$ cat src/design/swtm_pkg.sv
// ----------------------------------------------------------------------------
// swtm_pkg: shared definitions for the sliding window trimmed mean
// Defaults, configuration register indexes and the structs that travel
// between the cell row, the divider and the top level.
// ----------------------------------------------------------------------------
package swtm_pkg;

    localparam int DEF_MAX_WINDOW  = 64;
    localparam int DEF_SAMPLE_BITS = 16;

    localparam int WLEN_BITS     = 7;
    localparam int TRIM_BITS     = 5;
    localparam int CFG_IDX_BITS  = 2;
    localparam int CFG_DATA_BITS = 8;

    localparam logic [CFG_IDX_BITS-1:0] REG_WINDOW_LENGTH = 2'd0;
    localparam logic [CFG_IDX_BITS-1:0] REG_TRIM_COUNT    = 2'd1;

    localparam logic [WLEN_BITS-1:0] RESET_WINDOW_LENGTH = 7'd3;
    localparam logic [TRIM_BITS-1:0] RESET_TRIM_COUNT    = 5'd1;

    // broadcast to every cell
    typedef struct packed {
        logic clear;
        logic update;
        logic full;
    } cell_ctrl_t;

    // handed from a cell to its right neighbor
    typedef struct packed {
        logic occ;
        logic gt;
    } cell_link_t;

    typedef struct packed {
        logic busy;
        logic done;
    } div_status_t;

endpackage

$ cat src/design/swtm_divider.sv
// ----------------------------------------------------------------------------
// swtm_divider: restoring divider, one quotient bit per cycle
// Divides the middle sum by the number of middle samples.
// ----------------------------------------------------------------------------
module swtm_divider #(
    parameter int LEN_BITS = 7,
    parameter int SUM_BITS = 22
) (
    input  logic                  clk,
    input  logic                  rst_n,
    input  logic                  start,
    input  logic [SUM_BITS-1:0]   dividend,
    input  logic [LEN_BITS-1:0]   divisor,
    output logic [SUM_BITS-1:0]   quotient,
    output swtm_pkg::div_status_t status
);

    localparam int CNT_BITS = $clog2(SUM_BITS + 1);

    logic [LEN_BITS-1:0] rem_reg;
    logic [SUM_BITS-1:0] quo_reg;
    logic [CNT_BITS-1:0] cnt_reg;
    logic                busy_reg;
    logic                done_reg;

    logic [LEN_BITS:0]   trial;
    logic                fits;

    assign trial = {rem_reg, quo_reg[SUM_BITS-1]};
    assign fits  = trial >= {1'b0, divisor};

    always_ff @(posedge clk or negedge rst_n)
    begin
        if (!rst_n)
        begin
            busy_reg <= 1'b0;
            done_reg <= 1'b0;
            cnt_reg  <= '0;
        end
        else
        begin
            done_reg <= 1'b0;
            if (start)
            begin
                busy_reg <= 1'b1;
                cnt_reg  <= CNT_BITS'(SUM_BITS);
            end
            else if (busy_reg)
            begin
                cnt_reg <= cnt_reg - CNT_BITS'(1);
                if (cnt_reg == CNT_BITS'(1))
                begin
                    busy_reg <= 1'b0;
                    done_reg <= 1'b1;
                end
            end
        end
    end

    // dividend shifts out the top while quotient bits shift in below
    always_ff @(posedge clk)
    begin
        if (start)
        begin
            rem_reg <= '0;
            quo_reg <= dividend;
        end
        else if (busy_reg)
        begin
            rem_reg <= fits ? LEN_BITS'(trial - {1'b0, divisor}) : trial[LEN_BITS-1:0];
            quo_reg <= {quo_reg[SUM_BITS-2:0], fits};
        end
    end

    assign quotient = quo_reg;
    assign status   = '{busy: busy_reg, done: done_reg};

endmodule

$ cat config.mk
export PLATFORM = sky130hd
export DESIGN_NAME = swtm_divider
export DESIGN_NICKNAME = d
export VERILOG_FILES = /design/src/design/swtm_pkg.sv /design/src/design/swtm_divider.sv
export SDC_FILE = /design/constraint.sdc
export NUM_CORES = 1
export LEC_CHECK = 0
export BUFFER_PORTS_ARGS = -buffer_cell sky130_fd_sc_hd__buf_2
export CAP_MARGIN = 40
export CORE_UTILIZATION = 56
export DETAILED_ROUTE_END_ITERATION = 8
export GPL_TIMING_DRIVEN = 0
export PLACE_DENSITY = 0.94
export SLEW_MARGIN = 40
export SYNTH_ARGS = -nofsm -noshare
export SYNTH_HDL_FRONTEND = slang
export SYNTH_SLANG_ARGS = --single-unit
$ cat constraint.sdc
create_clock -name clk -period 4.2 [get_ports clk]
set_input_delay 0.42 -clock clk [delete_from_list [all_inputs] [get_ports clk]]
set_output_delay 0.42 -clock clk [all_outputs]
set_load 0.01 [all_outputs]
### Yosys cells after proc, flatten, opt, wreduce, memory -nomap -nowiden

Index checks and enable logic that the tools add are counted.

* reduce and logical (&&, ||, !) cells: 1
* $lt $le $gt $ge: 1
* equal/unequal tests: 1
* multiplexer cells: 11
* add/sub/neg operators: 2

Operators by type and width (count)
* $mux W22: 2
* $mux W5: 2
* $ge A8 B7 Y1: 1
* $mux W7: 1
* $sub A7 B7 Y7: 1
* $mux W1: 6
* $eq A5 B1 Y1 const B: 1
* $sub A5 B1 Y5 const B: 1
* $reduce_bool A2 Y1: 1

* flip-flop bits (word level): 36
* word-level logic and storage cells: 21

### Depth between registers and ports, before layout

* depth in word-level cells: 4
* gate-level depth with buffers: 9

### Least setup slack after synthesis

No wires, ideal clock.

* kind: flip-flop to flip-flop
* from: register quo_reg[21] (netlist: quotient[21])
* to: register rem_reg[0]
* arrival: 2135 ps
* stages on the path, launching flop included: 10
* path buffers: 2
* required time: 4112 ps
* path slack: 1977 ps
* cell sequence: edfxtp_1 > inv_1 > ha_1 > fa_1 > nand2b_1 > a211o_1 > buf_6 > and3_1 > buf_6 > a311oi_2

* word-level cells in the longest chain between the ends: 2
* elaborated cells on any way between the ends: 3

RTL lines
* start: declaration: RTL line swtm_divider.sv:21 `logic [SUM_BITS-1:0] quo_reg;`
* start signal: assignment: RTL line swtm_divider.sv:66 `quo_reg <= dividend;`
* start signal: assignment: RTL line swtm_divider.sv:71 `quo_reg <= {quo_reg[SUM_BITS-2:0], fits};`
* $sub A7 B7 Y7 / $ge A8 B7 Y1 (equally long branches): RTL line swtm_divider.sv:70, swtm_divider.sv:30
* $mux W7 *: RTL line swtm_divider.sv:70 `rem_reg <= fits ? LEN_BITS'(trial - {1'b0, divisor}) : trial[LEN_BITS-1:0];`
* end signal: assignment: RTL line swtm_divider.sv:70
* end: declaration: RTL line swtm_divider.sv:20 `logic [LEN_BITS-1:0] rem_reg;`

Every way passes the cells marked *; elsewhere a longest branch is shown, timed or not.
A chain may end at the register's enable or synchronous reset.

### Final worst setup path

* from: register quo_reg[21] (netlist: quotient[21])
* to: register rem_reg[2]

Same word-level chain as after synthesis.

==> qor.csv <==
stage,metric,value,unit
sta,fmaxAchievable,427,MHz
floorplanning,chipHeight,63.3,µm
clock_network,numCtsBuffers,5,
sta,rsz0062_at_grt,false,
pwr,power_density,434,mW/mm²
setup_path,required,4420,ps
hold_path,hold_start,dividend[2],
global_route,grt_first_pass_wirelength,7.03,mm
setup_path,critPathLaunchType,register,
layout,register_area,976,µm²
sta,finalSetupViolCount,0,
setup_path,worstPathMaxFanout,9,
synth,yosys.area.top_type,edfxtp_1,
floorplanning,die_area,0.00400,mm²
pwr,finalPower,1.10,mW
sta,tightest_slew,551,ps
setup_path,criticalPathCategory,register to register,
clock_network,ctsHtreeMaxLevel,2,
floorplanning,ioPinCount,56,
global_route,antenna_found_initial,0,
setup_path,reg2reg_from,quotient[21],
layout,postLayoutCoreUtil,73.5,%
layout,syn2layout_area_growth,21.2,%
global_route,grt_max_degree,23,
layout,nets,286,
clock_network,clk_pin_slew,70,ps
synth,async_flop_share,19.4,%
detailed_routing,drt_iter0_markers,97,
layout,diodes,0,
synth,ys_types,49,
clock_network,cts_tree,built,
floorplanning,core-area,0.00347,mm²
hold_path,hp-class,primary input to register,
setup_path,cp.arrival,2560,ps
sta,skew,5.45,ps
hold_path,whs_endpoint,quotient[2],
setup_path,end_kind,register,
hold_path,hold_depth,2,
placement,place_inst,282,
sta,period_share,55.7,%
clock_network,cts.path.max_buffers,2,
status,status,completed,
clock_network,cts_resized,0,
synth,synthFlopType,edfxtp_1,
synth,netlist_area,0.00210,mm²
setup_path,r2r-end,rem_reg[2],
floorplanning,initial_core_util,60.6,%
setup_path,r2r_cells,9,
sta,hold_violations,0,
pwr,peakVddDrop,0.000338,V
floorplanning,row_count,21,
synth,synth_top_area_share,31.4,%
clock_network,cts.sinks,36,
layout,drive_gt1_share,30.6,%
synth,yosysSeqAreaShare,46.4,%
job,max-cap-violations,0,
layout,multi_input_area,0.00100,mm²
global_route,grtUsageTotal,24.2,%
global_route,grt_pass1_vias,1541,
synth,synth_edf_count,22,
sta,tns,0,ps
layout,instances_no_fill,291,
layout,nFillCells,254,
detailed_routing,via_count,1634,
placement,dp_hpwl,3.29,mm
detailed_routing,wl_per_cell,15.4,µm
clock_network,cts_root_buffer,clkbuf_8,
synth,yosysWarnings,0,
synth,synth_fp_nets,224,
pwr,p_leak,1.11,nW
sta,period_needed,2340,ps
floorplanning,die_w,63.3,µm
synth,ys_seq_elements,36,
sta,final_max_slew_viol_count,0,
synth,synthTopCellsByArea,"edfxtp_1, mux2_1, dfrtp_1",
setup_path,reg2reg_slack,1860,ps
layout,largest_reg_flops,22,
detailed_routing,ant_nets,0,
synth,syn_area_per_cell,11.6,µm²
sta,max-slew-margin-rel,63.3,%
detailed_routing,drc_errors,0,
detailed_routing,dr.pass1.iters,4,
clock_network,cts_setup_buffers,0,
clock_network,clk_latency,300,ps
placement,gp_congestion,0.799,
detailed_routing,wirelength,4.47,mm
synth,netlist_instances,182,
detailed_routing,vias_per_cell,5.62,
placement,place.port_buffers,54,
global_route,gr-total-overflow,0,
[cells in the mapped netlist, types with 2 or more instances]
master / instances
edfxtp_1: 22
xnor2_1: 4
a41oi_1: 4
dfrtp_1: 7
nor3b_1: 5
a311oi_2: 2
o21ai_1: 3
mux2_1: 21
nor2b_1: 3
or4b_1: 2
or2_1: 3
xor2_1: 3
dfxtp_1: 7
nand4_1: 2
a211oi_1: 2
inv_1: 13
buf_4: 3
o21bai_1: 2
a31oi_1: 2
buf_1: 2
a21o_1: 3
nor2_1: 12
o31ai_2: 2
ha_1: 9
clkbuf_1: 5
nand3b_1: 2
nand2b_1: 6
nand2_1: 9
buf_6: 2
[placed cells by master (no fill, tap or decap), types with 2 or more instances in the layout]
cell / netlist / layout
a211oi_1: 2 / 2
a21o_1: 3 / 3
a311oi_2: 2 / 2
a31oi_1: 2 / 2
a41oi_1: 4 / 4
buf_1: 2 / 2
buf_2: 1 / 55
buf_4: 3 / 3
buf_6: 2 / 2
clkbuf_1: 5 / 6
clkbuf_8: 0 / 5
dfrtp_1: 7 / 7
dfxtp_1: 7 / 7
edfxtp_1: 22 / 22
ha_1: 9 / 9
inv_1: 13 / 13
mux2_1: 21 / 21
nand2_1: 9 / 9
nand2b_1: 6 / 6
nand3b_1: 2 / 2
nand4_1: 2 / 2
nor2_1: 12 / 12
nor2b_1: 3 / 3
nor3b_1: 5 / 5
o21ai_1: 3 / 3
o21bai_1: 2 / 2
o31ai_2: 2 / 2
or2_1: 3 / 2
or4b_1: 2 / 2
xnor2_1: 4 / 4
xor2_1: 3 / 3
[metrics by stage]
| step | hold WS [ps] | setup WS [ps] | instance area [µm²] |
|---|---|---|---|
| 2_1_floorplan | 124 | 1980 | 2100 |
| 3_5_place_dp | 259 | 1780 | 2430 |
| 3_3_place_gp | 255 | 1820 | 2430 |
| 4_1_cts | 398 | 1860 | 2550 |
| 6_report | 397 | 1860 | 2550 |
| 5_1_grt | 401 | 1780 | 2550 |
[timing repair]
item	in CTS	in global routing
hold endpoints to repair	7	0
setup endpoints to repair	0	0
hold buffers	1	0
[critical path: stages (launching register included)]
cell and delay (ps):
edfxtp_1 360, inv_1 90, ha_1 220, fa_1 400, nand2b_1 200, a211o_1 280
buf_6 140, and3_1 190, buf_6 130, a311oi_2 240
[cells by family (layout without fill, tap and decap cells)]
kind of cell	count (synthesis)	after routing	synth area share (%)
xor gates and xnor gates	7	7	2.91
muxes	22	22	11.7
adders and majority gates	10	10	6.31
AOI/OAI and AO/OA	31	31	13.1
buffers and inverters	26	89	5.95
and+or+nand+nor	50	50	13.6
DFF	36	36	46.4
[worst max-delay path by stage]
stage / slack [ps] / to / startpoint
floorplan: 1980 / rem_reg[0] / quotient[21]
finish: 1860 / rem_reg[2] / quotient[21]
CTS: 1860 / rem_reg[2] / quotient[21]
global route: 1780 / rem_reg[2] / quotient[21]
detailed placement: 1780 / rem_reg[2] / divisor[0]
global placement: 1820 / rem_reg[2] / divisor[0]
[area by class of cell]
cell class / instances / share of cell area [%]
Inverter: 13 / 1.91
Timing Repair Buffer: 55 / 11.0
Sequential cell: 36 / 38.3
Multi-Input combinational cell: 120 / 39.3
Buffer: 13 / 2.99
Clock inverter: 2 / 1.37
Tap cell: 46 / 2.26
Clock buffer: 6 / 2.85
[per-layer routing]
| metal | global-route usage (%) | vias up | wire length [µm] |
|---|---|---|---|
| li1 | - | 788 | - |
| met1 | 29.0 | 779 | 1870 |
| met2 | 38.4 | 56 | 2240 |
| met3 | 6.16 | 11 | 260 |
| met4 | 15.6 | 0 | 103 |
| met5 | 0 | - | 0 |
[power by group]
part           switching (mW)  total [mW]  internal [mW]
clock network           0.131       0.307          0.176
registers              0.0352       0.466          0.431
logic                   0.174       0.332          0.158
No activity file was read; power rests on OpenSTA's default activity.
