`config.mk`:
```
export PLATFORM = sky130hd
export DESIGN_NAME = swtm_cell
export DESIGN_NICKNAME = d
export VERILOG_FILES = /design/src/design/swtm_pkg.sv /design/src/design/swtm_cell.sv
export SDC_FILE = /design/constraint.sdc
export NUM_CORES = 1
export LEC_CHECK = 0
export BUFFER_PORTS_ARGS = -buffer_cell sky130_fd_sc_hd__buf_2
export CAP_MARGIN = 20
export CORE_ASPECT_RATIO = 1.75
export CORE_MARGIN = 10
export CORE_UTILIZATION = 30
export DETAILED_ROUTE_END_ITERATION = 7
export HOLD_SLACK_MARGIN = 0.12
export PLACE_DENSITY = 0.63
export RECOVER_POWER = 100
export SLEW_MARGIN = 10
export SYNTH_ARGS = -nofsm -noshare
export SYNTH_HDL_FRONTEND = slang
export SYNTH_SLANG_ARGS = --single-unit
export TNS_END_PERCENT = 20
```
`constraint.sdc`:
```
create_clock -name clk -period 5.8 [get_ports clk]
set_input_delay 0.58 -clock clk [delete_from_list [all_inputs] [get_ports clk]]
set_output_delay 0.58 -clock clk [all_outputs]
set_load 0.05 [all_outputs]
```
`src/design/swtm_pkg.sv`:
```
// ----------------------------------------------------------------------------
// swtm_pkg: shared definitions for the sliding window trimmed mean
// Defaults, configuration register indexes and the structs that travel
// between the cell row, the divider and the top level.
// ----------------------------------------------------------------------------
package swtm_pkg;

    localparam int DEF_MAX_WINDOW  = 64;
    localparam int DEF_SAMPLE_BITS = 16;

    localparam int WLEN_BITS     = 7;
    localparam int TRIM_BITS     = 5;
    localparam int CFG_IDX_BITS  = 2;
    localparam int CFG_DATA_BITS = 8;

    localparam logic [CFG_IDX_BITS-1:0] REG_WINDOW_LENGTH = 2'd0;
    localparam logic [CFG_IDX_BITS-1:0] REG_TRIM_COUNT    = 2'd1;

    localparam logic [WLEN_BITS-1:0] RESET_WINDOW_LENGTH = 7'd3;
    localparam logic [TRIM_BITS-1:0] RESET_TRIM_COUNT    = 5'd1;

    // broadcast to every cell
    typedef struct packed {
        logic clear;
        logic update;
        logic full;
    } cell_ctrl_t;

    // handed from a cell to its right neighbor
    typedef struct packed {
        logic occ;
        logic gt;
    } cell_link_t;

    typedef struct packed {
        logic busy;
        logic done;
    } div_status_t;

endpackage

```
`src/design/swtm_cell.sv`:
```
// ----------------------------------------------------------------------------
// swtm_cell: one slot of the sorted window
// Holds one ranked sample, removes the evicted sample and inserts the new one
// using only its neighbors; a middle-rank sample joins the rippling partial sum.
// ----------------------------------------------------------------------------
module swtm_cell #(
    parameter int SAMPLE_BITS = swtm_pkg::DEF_SAMPLE_BITS,
    parameter int LEN_BITS    = 7,
    parameter int SUM_BITS    = 22,
    parameter int INDEX       = 0
) (
    input  logic                 clk,
    input  logic                 rst_n,
    input  swtm_pkg::cell_ctrl_t ctrl,
    input  logic [SAMPLE_BITS-1:0] new_sample,
    input  logic [SAMPLE_BITS-1:0] old_sample,
    input  logic [LEN_BITS-1:0]  lo,
    input  logic [LEN_BITS-1:0]  hi,
    input  logic [SAMPLE_BITS-1:0] left_c_val,
    input  swtm_pkg::cell_link_t left_link,
    input  logic [SAMPLE_BITS-1:0] right_val,
    input  logic                 right_occ,
    input  logic [SUM_BITS-1:0]  psum_in,
    output logic [SAMPLE_BITS-1:0] val,
    output logic                 occ,
    output logic [SAMPLE_BITS-1:0] c_val,
    output swtm_pkg::cell_link_t link,
    output logic [SUM_BITS-1:0]  psum_out
);

    logic [SAMPLE_BITS-1:0] val_reg;
    logic                   occ_reg;
    logic [SUM_BITS-1:0]    psum_reg;

    logic                   evict;
    logic                   c_occ;
    logic                   gt;
    logic [SAMPLE_BITS-1:0] val_next;
    logic                   occ_next;
    logic                   mid;

    // array after removal: the evicted slot and everything above it shift down
    assign evict = ctrl.full && occ_reg && (val_reg >= old_sample);
    assign c_val = evict ? right_val : val_reg;
    assign c_occ = ctrl.full ? right_occ : occ_reg;
    // empty slots rank above every sample
    assign gt    = !c_occ || (c_val > new_sample);
    assign link  = '{occ: c_occ, gt: gt};

    always_comb
    begin
        val_next = c_val;
        occ_next = c_occ;
        if (gt)
        begin
            if (left_link.gt)
            begin
                val_next = left_c_val;
                occ_next = left_link.occ;
            end
            else
            begin
                val_next = new_sample;
                occ_next = 1'b1;
            end
        end
    end

    assign mid = occ_reg && (LEN_BITS'(INDEX) >= lo) && (LEN_BITS'(INDEX) < hi);

    always_ff @(posedge clk or negedge rst_n)
    begin
        if (!rst_n)
        begin
            occ_reg <= 1'b0;
        end
        else if (ctrl.clear)
        begin
            occ_reg <= 1'b0;
        end
        else if (ctrl.update)
        begin
            occ_reg <= occ_next;
        end
    end

    always_ff @(posedge clk)
    begin
        if (ctrl.update)
        begin
            val_reg <= val_next;
        end
        psum_reg <= psum_in + (mid ? SUM_BITS'(val_reg) : '0);
    end

    assign val      = val_reg;
    assign occ      = occ_reg;
    assign psum_out = psum_reg;

endmodule

```
# After elaboration in Yosys (flattened, before gate mapping)

Index checks and enable logic that the tools add are counted.

Output and inout bits: 57
Register bits after elaboration: 39
Input bits: 108
Logic and storage cells: 24

Reductions and logical operators: 7
Add/sub/neg operators: 1
$lt $le $gt $ge: 4
Muxes and demuxes: 9

Operators by type and width:

| cell                 | count |
|---|---|
| $mux W16             | 4 |
| $add A22 B16 Y22     | 1 |
| $ge A16 B16 Y1       | 1 |
| $gt A16 B16 Y1       | 1 |
| $ge A1 B7 Y1 const A | 1 |
| $lt A1 B7 Y1 const A | 1 |
| $mux W1              | 5 |
| $logic_and A1 B1 Y1  | 4 |
| $reduce_bool A2 Y1   | 1 |
| $logic_not A1 Y1     | 1 |
| $logic_or A1 B1 Y1   | 1 |

# Longest topological paths before layout

Gate-level depths: netlist (run 1).

Word-level depth: 8
Mapped depth: 16
Depth with buffers taken out: 14

# Least setup slack after synthesis (run 1)

OpenSTA, ideal clock, no wires.

Kind: reg2out
Start: register val_reg[15], in the netlist val[15]
End: output port link[0] (netlist bit)
Slack: 1204 ps
Buffers on the path: 3
Arrival: 4016 ps
Data required time: 5220 ps
Stages on the path, launching flop included: 15
Cells stage by stage: edfxtp_1 ha_1 nand4_1 or4_4 o21ai_4 buf_12 mux2_4 ha_1 nor2b_1 o211ai_1 a21oi_1 o21bai_1 a31oi_2 buf_2 buf_4

Word-level cells in the longest chain between the ends: 5

RTL lines:

| element                | line            | RTL |
|---|---|---|
| from (decl)            | swtm_cell.sv:31 | `logic [SAMPLE_BITS-1:0] val_reg;` |
| from (signal assigned) | swtm_cell.sv:91 | `val_reg <= val_next;` |
| $ge A16 B16 Y1         | swtm_cell.sv:43 | `assign evict = ctrl.full && occ_reg && (val_reg >= old_sample);` |
| $logic_and A1 B1 Y1    | swtm_cell.sv:43 |  |
| $mux W16               | swtm_cell.sv:44 | `assign c_val = evict ? right_val : val_reg;` |
| net c_val[1]           | swtm_cell.sv:26 | `output logic [SAMPLE_BITS-1:0] c_val,` |
| $gt A16 B16 Y1         | swtm_cell.sv:47 | `assign gt = !c_occ \|\| (c_val > new_sample);` |
| $logic_or A1 B1 Y1     | swtm_cell.sv:47 |  |
| to (decl)              | swtm_cell.sv:27 | `output swtm_pkg::cell_link_t link,` |

The timed path passes the listed nets, and every way through them passes these cells.

# Worst setup path after layout (run 1)

Start: register val_reg[15], in the netlist val[15]
End: register val_reg[2], in the netlist val[2], data pin

Word-level cells in the longest chain between the ends: 6

RTL lines:

| element             | line            | RTL |
|---|---|---|
| $ge A16 B16 Y1      | swtm_cell.sv:43 |  |
| $logic_and A1 B1 Y1 | swtm_cell.sv:43 |  |
| $mux W16 *          | swtm_cell.sv:44 |  |
| $gt A16 B16 Y1      | swtm_cell.sv:47 |  |
| $logic_or A1 B1 Y1  | swtm_cell.sv:47 |  |
| $mux W16 *          | swtm_cell.sv:54 | `if (gt)` |
| net val_next[2]     | swtm_cell.sv:38 | `logic [SAMPLE_BITS-1:0] val_next;` |

Mark *: on every way through the listed nets, which the timed path passes. The rest lies on a longest branch.
A chain may end at the register's enable or synchronous reset.

==> results of run 1 <==
worst reg2reg max path: stages, from the launching register on:
cell      delay [ns]
edfxtp_1        0.45
ha_1            0.35
nand4_1         0.14
or4_1           0.57
o21ai_4         0.59
mux2_1          0.42
ha_1            0.30
and4_1          0.24
nand2_1         0.10
o21bai_1        0.19
a31oi_1         0.44
clkbuf_1        0.66
mux2_2          0.42
power by group:
group / internal, W / leakage (nW) / switching (W) / total (W)
combinational: 0.000124 / 1.77 / 0.000257 / 0.000380
sequential: 0.000313 / 0.356 / 0.0000184 / 0.000331
clock: 0.000212 / 0.0864 / 0.000119 / 0.000331
total: 0.000648 / 2.22 / 0.000394 / 0.00104
metal layers:
metal / vias up / routed length (um)
met4: 0 / 355
met1: 1542 / 3928
met2: 113 / 6296
met5: - / 0
met3: 18 / 756
li1: 1712 / -
cells by family (layout without fill, tap and decap cells):
| logic type | Yosys count | in the layout |
|---|---|---|
| AOI/OAI and AO/OA | 94 | 94 |
| xor gates and xnor gates | 15 | 15 |
| adders and majority gates | 49 | 49 |
| buffers and inverters | 51 | 216 |
| DFF | 39 | 39 |
| muxes | 34 | 34 |
| other | 0 | 1 |
| and+or+nand+nor | 103 | 103 |
cells in the final DEF (no fill, tap or decap), types with 8 or more instances in the layout:
| master | count |
|---|---|
| mux2_4 | 9 |
| buf_2 | 113 |
| clkbuf_1 | 53 |
| dfxtp_1 | 22 |
| xnor2_1 | 8 |
| a21o_1 | 8 |
| nor2_1 | 15 |
| and2_1 | 17 |
| nand2_1 | 35 |
| a21oi_1 | 30 |
| inv_1 | 41 |
| ha_1 | 48 |
| mux2_2 | 15 |
| o21ai_0 | 29 |
| edfxtp_1 | 16 |
worst paths after layout:
path	slack [ns]	cells after the start	from	end
min in group asynchronous	0.60	2	rst_n	occ
worst max register to register	0.68	12	val[15]	val[2]
worst min register to register	0.70	2	occ	occ
max in group asynchronous	5.10	2	rst_n	occ
worst min-delay path	0.44	2	ctrl[2]	occ
worst max-delay path	0.68	12	val[15]	val[2]
through the flow:
stage          instance area (sq um)  hold WS [ns]  total power [W]
2_1_floorplan                   3447        0.2844        0.0006128
3_3_place_gp                    4385        0.3624        0.0007249
3_5_place_dp                    4385        0.3591        0.0007314
4_1_cts                         4578        0.4342         0.001070
5_1_grt                         4499        0.4464         0.001100
6_report                        4499        0.4446         0.001043
area by class of cell:
class,instances,area share
inverter,41,0.03420
timing repair buffer,167,0.1721
sequential,39,0.2102
multi-input combinational,295,0.5056
clock inverter,1,0.001669
clock buffer,7,0.03893
antenna,1,0.0005562
tap,132,0.03671
==> out/metrics.cfg, run 1 <==
[timing]
setup_viol = 0
final.setup.worst_slack_ns = 0.6790
slew_headroom = 0.2954
period_needed_ns = 5.121
worst_pin_slew_ns = 1.057
finalMaxSlewViolations = 0
finalSetupTns_ns = 0
fmax_ghz = 0.1953
finalCritPeriodShare = 0.8829
hold_violations = 0
finalClockSkew_ns = 0.005025
rsz0062_at_grt = no

[floorplanning]
die_h_um = 161.8
initial_core_util = 0.3087
pin_count = 165
row_count = 51
die_area_sq_mm = 0.01635
core_sq_mm = 0.01117
die-width_um = 101.0

[synthesis]
synth_area_sq_mm = 0.003447
yosysSeqAreaShare = 0.2744
synthCells = 385
synth-xor-area-share = 0.03811
yosys_register_bits = 39
synthAdderAreaFrac = 0.1800
synth_mux_area_frac = 0.1194
yosysTopAreaCellShare = 0.1742
synth-edff-count = 16
synth_top_family_by_area = adder cells
synthSimpleGateAreaFrac = 0.1557
synth_area_leader_cell = ha_1
netlist_top_cells_area = ha_1 17%, edfxtp_1 14%, dfxtp_1 13%, mux2_2 6.9%, inv_1 4.5%
synth_cell_types = 54
synth_commonest_cells = 48 x ha_1, 41 x inv_1, 35 x nand2_1
synth.most_common_cell = ha_1
synth-compound-area-share = 0.1695
syn_nets = 542
avgSynthCellArea_sq_um = 8.953
synth_top_flop_cell = dfxtp_1
ys_async_sr_fraction = 0.02564
synth-warning-count = 0

[route]
finalWirelength_um = 11340
wl_per_cell_um = 16.60
via_per_inst = 4.956
routed-via-count = 3385
drt-pass1-iter-count = 4
drt-initial-drc-count = 118
postRouteAntennaNets = 0
drc = 0

[layout]
fillers = 1160
largest_reg_flops = 22
fin_cells = 683
area_growth_syn_to_layout_pct = 30.53
drive_above_1_share = 0.2673
nets = 706
multi_input_area_sq_mm = 0.002275
fin_util = 0.4029
seq_area_sq_um = 945.9

[clocking]
postCtsSetupBuffers = 0
clockRootBuffer = clkbuf_16
clk_pin_slew_ns = 0.06
cts_resized = 0
clk_path_buf_depth = 2
cts_inserted_buffers = 5
cts_sinks = 39
h-tree-depth = 2
cts_hold_buffers = 1
cts_tree = built
insertion_delay_ns = 0.28

[pwr]
power.density_mw_per_mm2 = 231.7
peakVddDrop_v = 0.0001195
leakagePower_nw = 2.217

[worst_setup_path]
cp_data_required_time_ns = 5.84
endpoint_kind = register
path_cells = ha_1 -> nand4_1 -> or4_1 -> o21ai_4 -> mux2_1 -> ha_1 -> and4_1 -> nand2_1 -> o21bai_1 -> a31oi_1 -> clkbuf_1 -> mux2_2
slowest_delay_ns = 0.66
cp_max_fo = 16
critPathKind = register to register
crit_top_cell = ha_1
cp_slowest_cell = clkbuf_1
arrival_ns = 5.16
path_delay_family = compound AO/OA/AOI/OAI gates
worst-path-buf-inv = 1
cp-start-kind = register

[grt]
met1_usage = 0.1193
top_usage_layer = met2
grt_pass1_vias = 3725
grtUsageMet2 = 0.2621
overflow = 0
antenna_found_initial = 1
grt_pass1_wl_um = 17520
grt_max_degree = 33
grtUsageMet3 = 0.03568
grt.total_usage = 0.1332

[placed_design]
dp.cells = 673
place_worst_setup_slack_ns = 0.9593
dp_hpwl_um = 9941
routabilityCongestion = 0.7912
io_buffer_count = 164

[status]
status = complete, no violations

[job]
maxCapViolations = 0

[hold_path]
min_path_type = input pin to register

(Power assumes the default switching activity.)
==> run 2, diff against run 1 <==
CORE_UTILIZATION = 51   (was 30)
PLACE_DENSITY = 0.94   (was 0.63)
==> run 2 against run 1 <==
Flip-flop and latch count did not move; first-iteration DRC count rose by 34%; clock skew barely moved; critical endpoint is now link[0]; maximum frequency rose by 2.6%; sequential share of layout area rose by 0.30 points; clock power rose by 4%; critical path type is now register to output port; via count rose by 2.5%; final cell count fell by 7.6%; hold slack got worse by 0.0062 ns; combinational power rose by 1%; sequential power barely moved; core utilization rose by 28 points.
==> out/metrics.cfg, run 2 (synthesis gave the netlist of run 1 again) <==
[status]
status = complete, no violations

[worst_setup_path]
endpoint_kind = output port
cp_data_required_time_ns = 5.22  ; -0.62 ns
arrival_ns = 4.41  ; -0.75 ns
critPathKind = register to output port
r2r_start = val[15]
cp-start-kind = register
crit_start = val[15]
cp_max_fo = 16  ; unchanged

[clocking]
h-tree-depth = 2  ; unchanged
cts_tree = built
clk_pin_slew_ns = 0.06  ; about the same
postCtsSetupBuffers = 0  ; unchanged
clockRootBuffer = clkbuf_16
clk_path_buf_depth = 2  ; unchanged
cts_sinks = 39  ; unchanged
cts_inserted_buffers = 5  ; unchanged
insertion_delay_ns = 0.29  ; about the same
cts_resized = 0  ; unchanged

[timing]
rsz0062_at_grt = no
setup_viol = 0  ; unchanged
finalMaxSlewViolations = 0  ; unchanged
slew_headroom = 0.3207  ; +0.02532
finalCritPeriodShare = 0.8607  ; -0.02226
period_needed_ns = 4.992  ; -0.1291 ns
hold_violations = 0  ; unchanged
fmax_ghz = 0.2003  ; +2.6%
finalSetupTns_ns = 0  ; unchanged
finalClockSkew_ns = 0.005286  ; +0.0002610 ns
worst_pin_slew_ns = 1.019  ; -0.03797 ns
final.setup.worst_slack_ns = 0.8082  ; +0.1291 ns

[grt]
grt_pass1_wl_um = 17610  ; +0.51%
grt.total_usage = 0.2087  ; +0.07547
grt_max_degree = 33  ; unchanged
grt_pass1_vias = 3798  ; +2.0%
overflow = 0  ; unchanged
antenna_found_initial = 0  ; -1

[route]
drt-initial-drc-count = 158  ; +34%
wl_met2_um = 6119  ; -2.8%
routed-via-count = 3469  ; +2.5%
drc = 0  ; unchanged
postRouteAntennaNets = 0  ; unchanged
highest_layer = met4
drt-pass1-iter-count = 4  ; unchanged
via_per_inst = 5.498  ; +11%
wl_met1_um = 3607  ; -8.2%
wl_per_cell_um = 17.49  ; +5.4%
met3_length_um = 747  ; -1.2%
finalWirelength_um = 11040  ; -2.6%

[pwr]
leakagePower_nw = 2.216  ; about the same
power.density_mw_per_mm2 = 238.9  ; +3.1%
peakVddDrop_v = 0.0001733  ; +45%

[placed_design]
io_buffer_count = 164  ; unchanged
dp_hpwl_um = 9469  ; -4.8%
place_worst_setup_slack_ns = 1.193  ; +0.2332 ns
routabilityCongestion = 0.9415  ; +19%

[layout]
seq_area_sq_um = 945.9  ; unchanged
largest_reg_flops = 22  ; unchanged
layout_commonest_cell = buf_2
drive_above_1_share = 0.2659  ; -0.001335
area_growth_syn_to_layout_pct = 28.68
multi_input_area_sq_mm = 0.002277  ; +0.11%
nets = 705  ; -0.14%
diodes = 0  ; -1
layout_common_cells = 112 x buf_2, 53 x clkbuf_1, 48 x ha_1, 41 x inv_1, 35 x nand2_1
fin_util = 0.6783  ; +0.2754
fillers = 563  ; -51%

[floorplanning]
row_count = 39  ; -24%
die_h_um = 128.8  ; -20%
die_area_sq_mm = 0.01058  ; -35%
pin_count = 165  ; unchanged
core_sq_mm = 0.006539  ; -41%
initial_core_util = 0.5272  ; +0.2185
die-width_um = 82.15  ; -19%

[hold_path]
min_path_type = input pin to register
worstHoldStart = ctrl[2]

[job]
maxCapViolations = 0  ; unchanged

run 2: final cells by class:
class	count	share of cell area
Multi-Input combinational cell	295	0.5134
Sequential cell	39	0.2133
Timing Repair Buffer	166	0.1735
Inverter	41	0.03470
Clock buffer	6	0.03385
Tap cell	82	0.02313
Clock inverter	2	0.008181
run 2: per-layer routing:
layer | vias to the layer above | GRT usage
met5 | - | 0
met3 | 41 | 0.04254
met1 | 1583 | 0.1879
met4 | 0 | 0.1227
li1 | 1706 | -
met2 | 139 | 0.4013
run 2: worst paths after layout:
path                       slack, ns  cells past startpoint           to
setup / recovery                0.81                     12      link[0]
hold / removal                  0.44                      2          occ
setup reg to reg                0.81                     13       val[2]
hold reg to reg                 0.70                      2  psum_out[0]
max in group asynchronous       5.08                      2          occ
min in group asynchronous       0.60                      2          occ
run 2: metrics by stage:
stage                     area (sq um)  hold WS, ns  total power [W]  instances
after floorplan                   3447       0.2844        0.0006128        385
after global placement            4315       0.3592        0.0007189        622
after detailed placement          4315       0.3619        0.0007318        622
after CTS                         4512       0.4363         0.001074        631
after global routing              4436       0.4507         0.001103        631
final                             4436       0.4384         0.001060        631
run 2: where the power goes:
group / leakage [nW] / internal [W] / switching [W]
Combinational: 1.77 / 0.000123 / 0.000260
Clock: 0.0925 / 0.000229 / 0.000115
Sequential: 0.356 / 0.000313 / 0.0000186
Total: 2.22 / 0.000666 / 0.000394
run 2: what timing repair did:
action,4_1_cts,5_1_grt
endpoints found under the setup margin,0,0
hold buffers,1,0
hold endpoints to repair,1,0
run 2: critical path: stages, from the launching register on:
cell	delay (ns)
edfxtp_1	0.45
ha_1	0.35
nand4_1	0.12
or4_1	0.58
o21ai_4	0.57
mux2_1	0.42
ha_1	0.30
nor2b_1	0.15
o211ai_1	0.13
a21oi_1	0.17
o21bai_1	0.13
a31oi_2	0.16
clkbuf_1	0.57
